`config.mk`:
```
export PLATFORM = sky130hd
export DESIGN_NAME = i2c_master_bit_sequencer_top
export DESIGN_NICKNAME = d
export VERILOG_FILES = /design/src/i2cm_pkg.sv /design/src/i2cm_seq.sv /design/src/i2c_master_bit_sequencer_top.sv
export SDC_FILE = /design/constraint.sdc
export NUM_CORES = 1
export LEC_CHECK = 0
export BUFFER_PORTS_ARGS = -buffer_cell sky130_fd_sc_hd__buf_2
export CAP_MARGIN = 20
export CORE_AREA = 4 4 129 131
export DETAILED_ROUTE_END_ITERATION = 16
export DIE_AREA = 0 0 133 135
export HOLD_SLACK_MARGIN = 0.03
export PLACE_DENSITY_LB_ADDON = 0.2
export SYNTH_ARGS = -nofsm -noshare
export SYNTH_HDL_FRONTEND = slang
export SYNTH_SLANG_ARGS = --single-unit
```
`constraint.sdc`:
```
create_clock -name clk -period 9.7 [get_ports clk]
set_input_delay 0.485 -clock clk [delete_from_list [all_inputs] [get_ports clk]]
set_output_delay 0.485 -clock clk [all_outputs]
set_load 0.02 [all_outputs]
```
`src/i2cm_pkg.sv`:
```
// Shared types and constants for the I2C master bit sequencer.
package i2cm_pkg;

	localparam logic [15:0] PHASE_DELAY_RST = 16'd200;
	localparam logic [7:0]  ACK_TIMEOUT_RST = 8'd250;

	// configuration register indexes
	typedef enum logic {
		CFG_PHASE_DELAY = 1'b0,
		CFG_ACK_TIMEOUT = 1'b1
	} cfg_idx_t;

	typedef enum logic [2:0] {
		OP_START     = 3'd0,
		OP_STOP      = 3'd1,
		OP_WRITE     = 3'd2,
		OP_WAIT_ACK  = 3'd3,
		OP_READ      = 3'd4,
		OP_ACK_ONLY  = 3'd5
	} opcode_t;

	typedef enum logic [14:0] {
		PH_IDLE     = 15'h0001,
		PH_START_HI = 15'h0002,
		PH_START_LO = 15'h0004,
		PH_STOP_LO  = 15'h0008,
		PH_STOP_HI  = 15'h0010,
		PH_WR_SETUP = 15'h0020,
		PH_WR_HIGH  = 15'h0040,
		PH_WR_LOW   = 15'h0080,
		PH_ACK_REL  = 15'h0100,
		PH_ACK_HIGH = 15'h0200,
		PH_ACK_POLL = 15'h0400,
		PH_RD_LOW   = 15'h0800,
		PH_RD_HIGH  = 15'h1000,
		PH_AK_LO    = 15'h2000,
		PH_AK_HI    = 15'h4000
	} phase_t;

	typedef struct packed {
		logic       sda_sample;
		logic       send_ack;
		logic [7:0] write_data;
		logic [2:0] opcode;
		logic       cmd_valid;
	} item_t;

	typedef struct packed {
		logic       ack_missing;
		logic [7:0] read_data;
		logic       done_res;
		logic       busy_res;
		logic       sda_drive_enable;
		logic       sda_level;
		logic       scl_level;
	} res_t;

endpackage

```
`src/i2cm_seq.sv`:
```
// Bus phase sequencer: state registers and the per-tick next-state logic.
module i2cm_seq (
	input  logic               clk,
	input  logic               arst_n,
	input  logic               step,
	input  i2cm_pkg::item_t    item,
	input  logic [15:0]        phase_delay,
	input  logic [7:0]         ack_timeout,
	output i2cm_pkg::res_t     res
);

	i2cm_pkg::phase_t ph_q, ph_d;
	logic [15:0] dc_q, dc_d, dc_inc, dly;
	logic [7:0]  tc_q, tc_d;
	logic [3:0]  bc_q, bc_d, bc_inc;
	logic [7:0]  sr_q, sr_d;
	logic [7:0]  rd_q, rd_d;
	logic        scl_q, scl_d, sda_q, sda_d, drv_q, drv_d;
	logic        ack_q, ack_d, miss_q, miss_d;
	logic        done_c;

	always_comb begin
		ph_d   = ph_q;
		dc_d   = dc_q;
		tc_d   = tc_q;
		bc_d   = bc_q;
		sr_d   = sr_q;
		rd_d   = rd_q;
		scl_d  = scl_q;
		sda_d  = sda_q;
		drv_d  = drv_q;
		ack_d  = ack_q;
		miss_d = miss_q;
		done_c = 1'b0;
		dc_inc = dc_q + 16'd1;
		bc_inc = bc_q + 4'd1;
		dly    = (phase_delay == 16'd0) ? 16'd1 : phase_delay;

		if (ph_q == i2cm_pkg::PH_IDLE) begin
			if (item.cmd_valid) begin
				ack_d = item.send_ack;
				unique case (item.opcode)
					i2cm_pkg::OP_START: begin
						{scl_d, sda_d, drv_d} = 3'b111;
						ph_d = i2cm_pkg::PH_START_HI;
						dc_d = '0;
					end
					i2cm_pkg::OP_STOP: begin
						{scl_d, sda_d, drv_d} = 3'b001;
						ph_d = i2cm_pkg::PH_STOP_LO;
						dc_d = '0;
					end
					i2cm_pkg::OP_WRITE: begin
						sr_d = item.write_data;
						bc_d = '0;
						{scl_d, sda_d, drv_d} = {1'b0, item.write_data[7], 1'b1};
						ph_d = i2cm_pkg::PH_WR_SETUP;
						dc_d = '0;
					end
					i2cm_pkg::OP_WAIT_ACK: begin
						miss_d = 1'b0;
						tc_d   = '0;
						{sda_d, drv_d} = 2'b10;
						ph_d = i2cm_pkg::PH_ACK_REL;
						dc_d = '0;
					end
					i2cm_pkg::OP_READ: begin
						sr_d = '0;
						bc_d = '0;
						{scl_d, sda_d, drv_d} = 3'b010;
						ph_d = i2cm_pkg::PH_RD_LOW;
						dc_d = '0;
					end
					i2cm_pkg::OP_ACK_ONLY: begin
						{scl_d, sda_d, drv_d} = {1'b0, ~item.send_ack, 1'b1};
						ph_d = i2cm_pkg::PH_AK_LO;
						dc_d = '0;
					end
					default: begin
						ph_d = i2cm_pkg::PH_IDLE;
					end
				endcase
			end
		end else if (ph_q == i2cm_pkg::PH_ACK_POLL) begin
			if (!item.sda_sample) begin
				scl_d  = 1'b0;
				ph_d   = i2cm_pkg::PH_IDLE;
				dc_d   = '0;
				done_c = 1'b1;
			end else if (tc_q >= ack_timeout) begin
				miss_d = 1'b1;
				{scl_d, sda_d, drv_d} = 3'b001;
				ph_d = i2cm_pkg::PH_STOP_LO;
				dc_d = '0;
			end else begin
				tc_d = tc_q + 8'd1;
			end
		end else begin
			dc_d = dc_inc;
			if (dc_inc >= dly) begin
				// every phase that expires moves on to another phase
				dc_d = '0;
				unique case (ph_q)
					i2cm_pkg::PH_START_HI: begin
						{scl_d, sda_d, drv_d} = 3'b101;
						ph_d = i2cm_pkg::PH_START_LO;
					end
					i2cm_pkg::PH_START_LO: begin
						{scl_d, sda_d, drv_d} = 3'b001;
						ph_d   = i2cm_pkg::PH_IDLE;
						done_c = 1'b1;
					end
					i2cm_pkg::PH_STOP_LO: begin
						{scl_d, sda_d, drv_d} = 3'b101;
						ph_d = i2cm_pkg::PH_STOP_HI;
					end
					i2cm_pkg::PH_STOP_HI: begin
						{scl_d, sda_d, drv_d} = 3'b111;
						ph_d   = i2cm_pkg::PH_IDLE;
						done_c = 1'b1;
					end
					i2cm_pkg::PH_WR_SETUP: begin
						{scl_d, drv_d} = 2'b11;
						ph_d = i2cm_pkg::PH_WR_HIGH;
					end
					i2cm_pkg::PH_WR_HIGH: begin
						{scl_d, drv_d} = 2'b01;
						ph_d = i2cm_pkg::PH_WR_LOW;
					end
					i2cm_pkg::PH_WR_LOW: begin
						bc_d = bc_inc;
						if (bc_inc[3]) begin
							ph_d   = i2cm_pkg::PH_IDLE;
							done_c = 1'b1;
						end else begin
							// bit 7 - n of the byte, MSB first
							{scl_d, sda_d, drv_d} = {1'b0, sr_q[~bc_inc[2:0]], 1'b1};
							ph_d = i2cm_pkg::PH_WR_SETUP;
						end
					end
					i2cm_pkg::PH_ACK_REL: begin
						{scl_d, sda_d, drv_d} = 3'b110;
						ph_d = i2cm_pkg::PH_ACK_HIGH;
					end
					i2cm_pkg::PH_ACK_HIGH: begin
						tc_d = '0;
						ph_d = i2cm_pkg::PH_ACK_POLL;
					end
					i2cm_pkg::PH_RD_LOW: begin
						{scl_d, sda_d, drv_d} = 3'b110;
						sr_d = {sr_q[6:0], item.sda_sample};
						ph_d = i2cm_pkg::PH_RD_HIGH;
					end
					i2cm_pkg::PH_RD_HIGH: begin
						bc_d = bc_inc;
						if (bc_inc[3]) begin
							rd_d = sr_q;
							{scl_d, sda_d, drv_d} = {1'b0, ~ack_q, 1'b1};
							ph_d = i2cm_pkg::PH_AK_LO;
						end else begin
							{scl_d, sda_d, drv_d} = 3'b010;
							ph_d = i2cm_pkg::PH_RD_LOW;
						end
					end
					i2cm_pkg::PH_AK_LO: begin
						{scl_d, drv_d} = 2'b11;
						ph_d = i2cm_pkg::PH_AK_HI;
					end
					i2cm_pkg::PH_AK_HI: begin
						{scl_d, drv_d} = 2'b01;
						ph_d   = i2cm_pkg::PH_IDLE;
						done_c = 1'b1;
					end
					default: begin
						ph_d = i2cm_pkg::PH_IDLE;
					end
				endcase
			end
		end
	end

	always_ff @(posedge clk or negedge arst_n) begin
		if (!arst_n) begin
			ph_q   <= i2cm_pkg::PH_IDLE;
			dc_q   <= '0;
			tc_q   <= '0;
			bc_q   <= '0;
			sr_q   <= '0;
			rd_q   <= '0;
			scl_q  <= 1'b1;
			sda_q  <= 1'b1;
			drv_q  <= 1'b1;
			ack_q  <= 1'b0;
			miss_q <= 1'b0;
		end else if (step) begin
			ph_q   <= ph_d;
			dc_q   <= dc_d;
			tc_q   <= tc_d;
			bc_q   <= bc_d;
			sr_q   <= sr_d;
			rd_q   <= rd_d;
			scl_q  <= scl_d;
			sda_q  <= sda_d;
			drv_q  <= drv_d;
			ack_q  <= ack_d;
			miss_q <= miss_d;
		end
	end

	always_comb begin
		res.scl_level        = scl_d;
		res.sda_level        = sda_d | ~drv_d;
		res.sda_drive_enable = drv_d;
		res.busy_res         = (ph_d != i2cm_pkg::PH_IDLE);
		res.done_res         = done_c;
		res.read_data        = rd_d;
		res.ack_missing      = miss_d;
	end

`ifndef SYNTH
	a_done_goes_idle: assert property (@(posedge clk) disable iff (!arst_n)
		step && done_c |=> ph_q == i2cm_pkg::PH_IDLE)
		else $error("done pulse without return to idle");

	a_miss_from_poll: assert property (@(posedge clk) disable iff (!arst_n)
		$rose(miss_q) |-> $past(ph_q) == i2cm_pkg::PH_ACK_POLL
			&& ph_q == i2cm_pkg::PH_STOP_LO)
		else $error("ack missing flag set outside ack polling");

	a_bit_count_range: assert property (@(posedge clk) disable iff (!arst_n)
		bc_q <= 4'd8)
		else $error("bit counter past one byte");

	a_read_byte_hold: assert property (@(posedge clk) disable iff (!arst_n)
		$past(ph_q) != i2cm_pkg::PH_RD_HIGH |-> $stable(rd_q))
		else $error("read byte changed outside the last read bit");
`endif

endmodule

```
`src/i2c_master_bit_sequencer_top.sv`:
```
// Top level of the I2C master bit sequencer: stream ports, config registers, pipeline.
// A tick transferred in passes through the input register, then the result register,
// and is held there longer while the result side stalls.
// Throughput: one tick per cycle while the result side does not stall; the next-state logic
// of the phase sequencer is combinational and sits between the input register and the result register.
// Reset (arst_n, asynchronous, active low): sequencer idle, SCL high, SDA driven high,
// phase delay 200 ticks, ack timeout 250 ticks, read byte and ack missing flag cleared.
module i2c_master_bit_sequencer_top (
	input  logic        clk,
	input  logic        arst_n,

	input  logic        s_tvalid,
	output logic        s_tready,
	// [7:0] write_data, [8] send_ack, [9] sda_sample, [15:10] zero
	input  logic [15:0] s_tdata,
	// [0] cmd_valid, [3:1] opcode
	input  logic [3:0]  s_tuser,

	output logic        m_tvalid,
	input  logic        m_tready,
	// [0] scl_level, [1] sda_level, [2] sda_drive_enable, [3] busy_res,
	// [4] done_res, [12:5] read_data, [13] ack_missing, [15:14] zero
	output logic [15:0] m_tdata,

	input  logic        cfg_we,
	input  logic        cfg_index,
	input  logic [15:0] cfg_wdata
);

	logic [15:0]     phase_delay_q;
	logic [7:0]      ack_timeout_q;

	logic            valid_s1;
	i2cm_pkg::item_t item_s1;
	logic            valid_s2;
	i2cm_pkg::res_t  res_s2;
	i2cm_pkg::res_t  res_next;
	logic            advance;

	// The user must make config writes only while the sequencer is idle (unenforced); no handshake.
	always_ff @(posedge clk or negedge arst_n) begin
		if (!arst_n) begin
			phase_delay_q <= i2cm_pkg::PHASE_DELAY_RST;
			ack_timeout_q <= i2cm_pkg::ACK_TIMEOUT_RST;
		end else if (cfg_we) begin
			unique case (cfg_index)
				i2cm_pkg::CFG_PHASE_DELAY: phase_delay_q <= cfg_wdata;
				i2cm_pkg::CFG_ACK_TIMEOUT: ack_timeout_q <= cfg_wdata[7:0];
				default: ;
			endcase
		end
	end

	// Advance the held tick into the sequencer when the result slot is free or drains.
	assign advance  = valid_s1 && (!valid_s2 || m_tready);
	// Take a new tick whenever the input register is empty or empties this cycle.
	assign s_tready = !valid_s1 || advance;

	always_ff @(posedge clk or negedge arst_n) begin
		if (!arst_n) begin
			valid_s1 <= 1'b0;
		end else if (s_tready) begin
			valid_s1 <= s_tvalid;
		end
	end

	// Hold the payload of a stalled tick; capture on every input transfer.
	always_ff @(posedge clk) begin
		if (s_tvalid && s_tready) begin
			item_s1.cmd_valid  <= s_tuser[0];
			item_s1.opcode     <= s_tuser[3:1];
			item_s1.write_data <= s_tdata[7:0];
			item_s1.send_ack   <= s_tdata[8];
			item_s1.sda_sample <= s_tdata[9];
		end
	end

	i2cm_seq u_seq (
		.clk         (clk),
		.arst_n      (arst_n),
		.step        (advance),
		.item        (item_s1),
		.phase_delay (phase_delay_q),
		.ack_timeout (ack_timeout_q),
		.res         (res_next)
	);

	// Result register: drop the flag once the transfer completes, refill on advance.
	always_ff @(posedge clk or negedge arst_n) begin
		if (!arst_n) begin
			valid_s2 <= 1'b0;
		end else if (advance) begin
			valid_s2 <= 1'b1;
		end else if (m_tready) begin
			valid_s2 <= 1'b0;
		end
	end

	always_ff @(posedge clk) begin
		if (advance) begin
			res_s2 <= res_next;
		end
	end

	assign m_tvalid = valid_s2;
	assign m_tdata  = {2'b00, res_s2.ack_missing, res_s2.read_data, res_s2.done_res,
		res_s2.busy_res, res_s2.sda_drive_enable, res_s2.sda_level, res_s2.scl_level};

endmodule

```
# [Word level (Yosys, flattened, before mapping)]
# Index checks and enable logic that the tools add are counted.
[op_classes] add_sub_neg=3 order_cmp=3 eq_ne=30 n_mux=86 bitwise_logic=6 reduce_logical=35
[ops] operator="$pmux 15 s10" count=1
[ops] operator="$mux 8" count=18
[ops] operator="$mux 16" count=8
[ops] operator="$mux 15" count=6
[ops] operator="$pmux 14 s6" count=1
[ops] operator="$mux 1" count=35
[ops] operator="$mux 4" count=6
[ops] operator="$add 16x1->16 const B" count=1
[ops] operator="$ge 16x16->1" count=1
[ops] operator="$logic_not 16->1" count=1
[ops] operator="$pmux 8 s2" count=1
[ops] operator="$eq 15x1->1 const B" count=1
[ops] operator="$eq 15x10->1 const B" count=1
[ops] operator="$eq 15x11->1 const B" count=1
[ops] operator="$eq 15x12->1 const B" count=1
[ops] operator="$eq 15x13->1 const B" count=1
[ops] operator="$eq 15x14->1 const B" count=1
[ops] operator="$eq 15x15->1 const B" count=1
[ops] operator="$eq 15x2->1 const B" count=1
[ops] operator="$eq 15x3->1 const B" count=1
[ops] operator="$eq 15x4->1 const B" count=1
[ops] operator="$eq 15x5->1 const B" count=1
[ops] operator="$eq 15x6->1 const B" count=1
[ops] operator="$eq 15x7->1 const B" count=1
[ops] operator="41 further kinds" count=71
[word_totals] reg_bits=118 inputBits=42 out_inout_bits=18 word_cells=190

# [Longest topological paths before layout]
[depth] depth_word=10 depth_mapped=17 depth_no_buf=16

# [By module]
# From an unflattened synthesis, not the netlist that was laid out.
[hier_totals] hier_cells=697 hier_area_um2=6985.4
[modules_own_cells] module="i2cm_seq" n_inst=1 cells_each=606 area_each_um2=5081.1
[modules_own_cells] module="i2c_master_bit_sequencer_top" n_inst=1 cells_each=91 area_each_um2=1904.3

# [Least setup slack after synthesis]
# Ideal clock, no wire load.
[synth_path] path_type="register -> register" from="register u_seq.dc_q[0]" to="register res_s2 (netlist bit m_tdata[3]), data pin" setup_ns=0.269 t_arrival_ns=3.670 slack_ns=5.761 stages_incl_launch_ff=17 n_path_buf=0 synth_period_minus_slack_ns=3.939 path_cell_list="dfrtp_1 > ha_1 > nand3_1 > nor2_1 > and3_1 > nand3_1 > nor2_1 > xnor2_1 > inv_1 > ha_1 > a21oi_1 > a21boi_0 > a311oi_4 > a21oi_4 > or4_1 > nor4_1 > nand3_1"
[synth_rtl] element="from (decl)" line="i2cm_seq.sv:13" source="logic [15:0] dc_q, dc_d, dc_inc, dly;"
[synth_rtl] element="from (signal assigned)" line="i2cm_seq.sv:185" source="dc_q <= '0;"
[synth_rtl] element="from (signal assigned)" line="i2cm_seq.sv:197" source="dc_q <= dc_d;"
[synth_rtl] element="to (signal assigned)" line="i2c_master_bit_sequencer_top.sv:101" source="res_s2 <= res_next;"
[synth_rtl] element="to (decl)" line="i2c_master_bit_sequencer_top.sv:36" source="i2cm_pkg::res_t res_s2;"

==> impl_metrics.env <==
export IMPL_wl_um=16700
export IMPL_drc=0
export IMPL_cp_max_fo=15
export IMPL_grt_overflow_total=0
export IMPL_outcome="finished, final reports clean"
export IMPL_p_leak_nw=3.43
export IMPL_cp_start_kind="flip-flop"
export IMPL_min_path_type="input pin to flip-flop"
export IMPL_placed_area_sq_um=7130
export IMPL_seq_area_frac_synth=0.464
export IMPL_cts_setup_buffers=0
export IMPL_cts_root_buf="clkbuf_16"
export IMPL_die_width_um=133
export IMPL_cts_buffer_depth=2
export IMPL_synth_cell_types=70
export IMPL_finalSetupViolCount=0
export IMPL_placementRows=46
export IMPL_power_mw=1.46
export IMPL_grt_pass1_vias=5344
export IMPL_dp_cells=925
export IMPL_cp_data_arrival_time_ns=4.94
export IMPL_clkTransAtPathRegs_ns=0.07
export IMPL_clock_skew_ns=0.0145
export IMPL_synth_area_per_cell_sq_um=9.80
export IMPL_numCtsBuffers=17
export IMPL_cts_sinks=118
export IMPL_drt_iter0_drc=516
export IMPL_cts_tree="built"
export IMPL_period_share=0.495
export IMPL_ys_warn_count=0
export IMPL_cp_end_kind="flip-flop"
export IMPL_fin_crit_ns=4.80
export IMPL_netlist_area_sq_um=6690
export IMPL_p_per_area_nw_per_um2=189
export IMPL_regArea_sq_um=3110
export IMPL_grt_start_max_net_pins=69
export IMPL_ys_seq_elements=118
export IMPL_final_cell_area_sq_um=7750
export IMPL_wl_met3_um=1050
export IMPL_drv_cap=0
export IMPL_dieHeight_um=135
export IMPL_io_pins=60
export IMPL_grt_util_all_layers=0.192
export IMPL_dr_wl_met2_um=7930
export IMPL_coreArea_sq_um=15600
export IMPL_fin_tns_setup_ns=0
export IMPL_dp_hpwl_um=12100
export IMPL_cp_data_required_time_ns=9.84
export IMPL_final_cells=958
export IMPL_first_pass_iters=5
export IMPL_place_congestion=0.921
export IMPL_cts_htree_levels=4
export IMPL_antenna_cells=0
export IMPL_io_buffer_count=51
export IMPL_mostFrequentLayoutCells="dfrtp_1 (77), nand2_1 (75), o21ai_0 (72), buf_2 (50), nor2_1 (38)"
export IMPL_drive_gt1_frac=0.198
export IMPL_syn_to_final_growth_pct=15.8
export IMPL_dominantRegCellSynth="dfrtp_1"
export IMPL_start_util=0.429
export IMPL_rsz0062_at_grt="false"
export IMPL_async_flop_share=0.763
export IMPL_grt_pass1_wl_um=27600
export IMPL_antenna_found_initial=0
export IMPL_ctsResizeCount=0
export IMPL_multi_input_area_sq_um=3320
export IMPL_max_freq_mhz=208
export IMPL_final_hold_viol_count=0
export IMPL_insertion_delay_ns=0.42
export IMPL_drtAntennaViolNets=0
export IMPL_die_area_sq_um=18000
export IMPL_synth_edf_count=28
export IMPL_utilization=0.497
export IMPL_syn_inst=683
export IMPL_ir_worst_vdd_mv=0.142
export IMPL_wire_per_inst_um=17.5
export IMPL_routed_via_density=5.73
export IMPL_maxSlewHeadroom=0.306
export IMPL_met1_length_um=7340
export IMPL_nFillCells=1424
export IMPL_worstSetupPathType="flip-flop to flip-flop"
export IMPL_vias=5489
export IMPL_top_layer_used="met4"
export IMPL_final_common_cell="dfrtp_1"
export IMPL_finalMaxSlewViolations=0
export IMPL_fin_nets=798
export IMPL_worst_pin_slew_ns=1.03
worst max-delay path, stage by stage (launching register included):
cell      delay, ns
dfrtp_1        0.41
ha_1           0.25
nand3_1        0.18
nor2_1         0.23
and3_1         0.22
nand3_1        0.20
nor2_1         0.20
xnor2_1        0.17
inv_1          0.09
ha_1           0.32
a21oi_1        0.15
a21boi_0       0.16
a311oi_4       0.62
nand2_1        0.56
mux2i_1        0.26
nor4_1         0.31
nand3_1        0.17
path summary, 6_finish.rpt:
path / startpoint / endpoint / slack [ns] / cells after the start
worst max-delay path: u_seq.dc_q[0] / m_tdata[3] / 4.90 / 16
worst min-delay path: s_tdata[5] / item_s1[9] / 0.24 / 1
worst max register to register: u_seq.dc_q[0] / m_tdata[3] / 4.90 / 16
worst min register to register: valid_s1 / m_tvalid / 0.49 / 1
max in group asynchronous: arst_n / u_seq.sr_q[2] / 8.02 / 3
min in group asynchronous: arst_n / u_seq.ph_q[14] / 0.51 / 2
report_power, final:
| part | switching, mW | leakage (nW) | internal, mW |
|---|---|---|---|
| Clock | 0.243 | 0.306 | 0.411 |
| Sequential | 0.0356 | 1.43 | 0.554 |
| Combinational | 0.132 | 1.69 | 0.0893 |
state kept, by name, summed over array words and instances (netlist names):
register	count
phase_delay_q	16
u_seq.dc_q	16
u_seq.ph_q	15
item_s1	14
m_tdata	14
ack_timeout_q	8
u_seq.rd_q	8
u_seq.sr_q	8
u_seq.tc_q	8
u_seq.bc_q	4
m_tvalid	1
u_seq.ack_q	1
u_seq.drv_q	1
u_seq.miss_q	1
u_seq.scl_q	1
u_seq.sda_q	1
valid_s1	1
timing repair:
action,4_1_cts,5_1_grt
hold buffers,1,0
hold endpoints to repair,21,0
endpoints found under the setup margin,0,0
through the flow:
stage,worst slack (ns),hold slack (ns)
2_1_floorplan,5.76,0.189
3_3_place_gp,5.08,0.399
3_5_place_dp,4.93,0.405
4_1_cts,4.91,0.226
5_1_grt,4.47,0.221
6_report,4.90,0.245
cell families (layout without fill, tap and decap cells):
| kind of cell | Yosys count | count (layout) | share of synthesized area |
|---|---|---|---|
| AO/OA/AOI/OAI | 176 | 176 | 0.170 |
| XOR/XNOR | 21 | 21 | 0.0275 |
| adder cells (fa/ha/maj) | 27 | 27 | 0.0505 |
| buffers and inverters | 67 | 125 | 0.0417 |
| flip-flops | 118 | 118 | 0.464 |
| multiplexers | 34 | 34 | 0.0600 |
| other | 1 | 2 | 0.000560 |
| AND/OR/NAND/NOR | 239 | 239 | 0.186 |
cell type report:
class | instances | area share
clock inverter | 15 | 0.0245
timing repair buffer | 57 | 0.0394
multi-input combinational | 499 | 0.428
sequential | 118 | 0.401
inverter | 36 | 0.0174
tap | 216 | 0.0349
clock buffer | 17 | 0.0549
routing by layer:
metal  up-vias  track usage
met5         -            0
met4         0       0.0722
met3        39       0.0540
met2       205        0.308
met1      2647        0.250
li1       2598            -
Yosys cell counts (7+ instances only):
library cell,number,area (sq um)
a22o_1,7,61.3
nand3_1,25,125
nand2b_1,10,62.6
a21o_1,8,60.1
o21ai_0,72,360
and3_1,17,106
ha_1,27,338
clkbuf_1,20,75.1
inv_1,36,135
nor3_1,10,50.1
o31ai_1,10,75.1
a21oi_1,29,145
dfrtp_1,77,1930
xor2_1,10,87.6
dfstp_2,13,342
nor4_1,12,75.1
nand2_1,75,282
edfxtp_1,28,841
mux2_2,29,327
xnor2_1,11,96.3
nand4_1,12,75.1
a211oi_1,7,52.6
nor2_1,38,143
No activity file was read; power rests on OpenSTA's default activity.
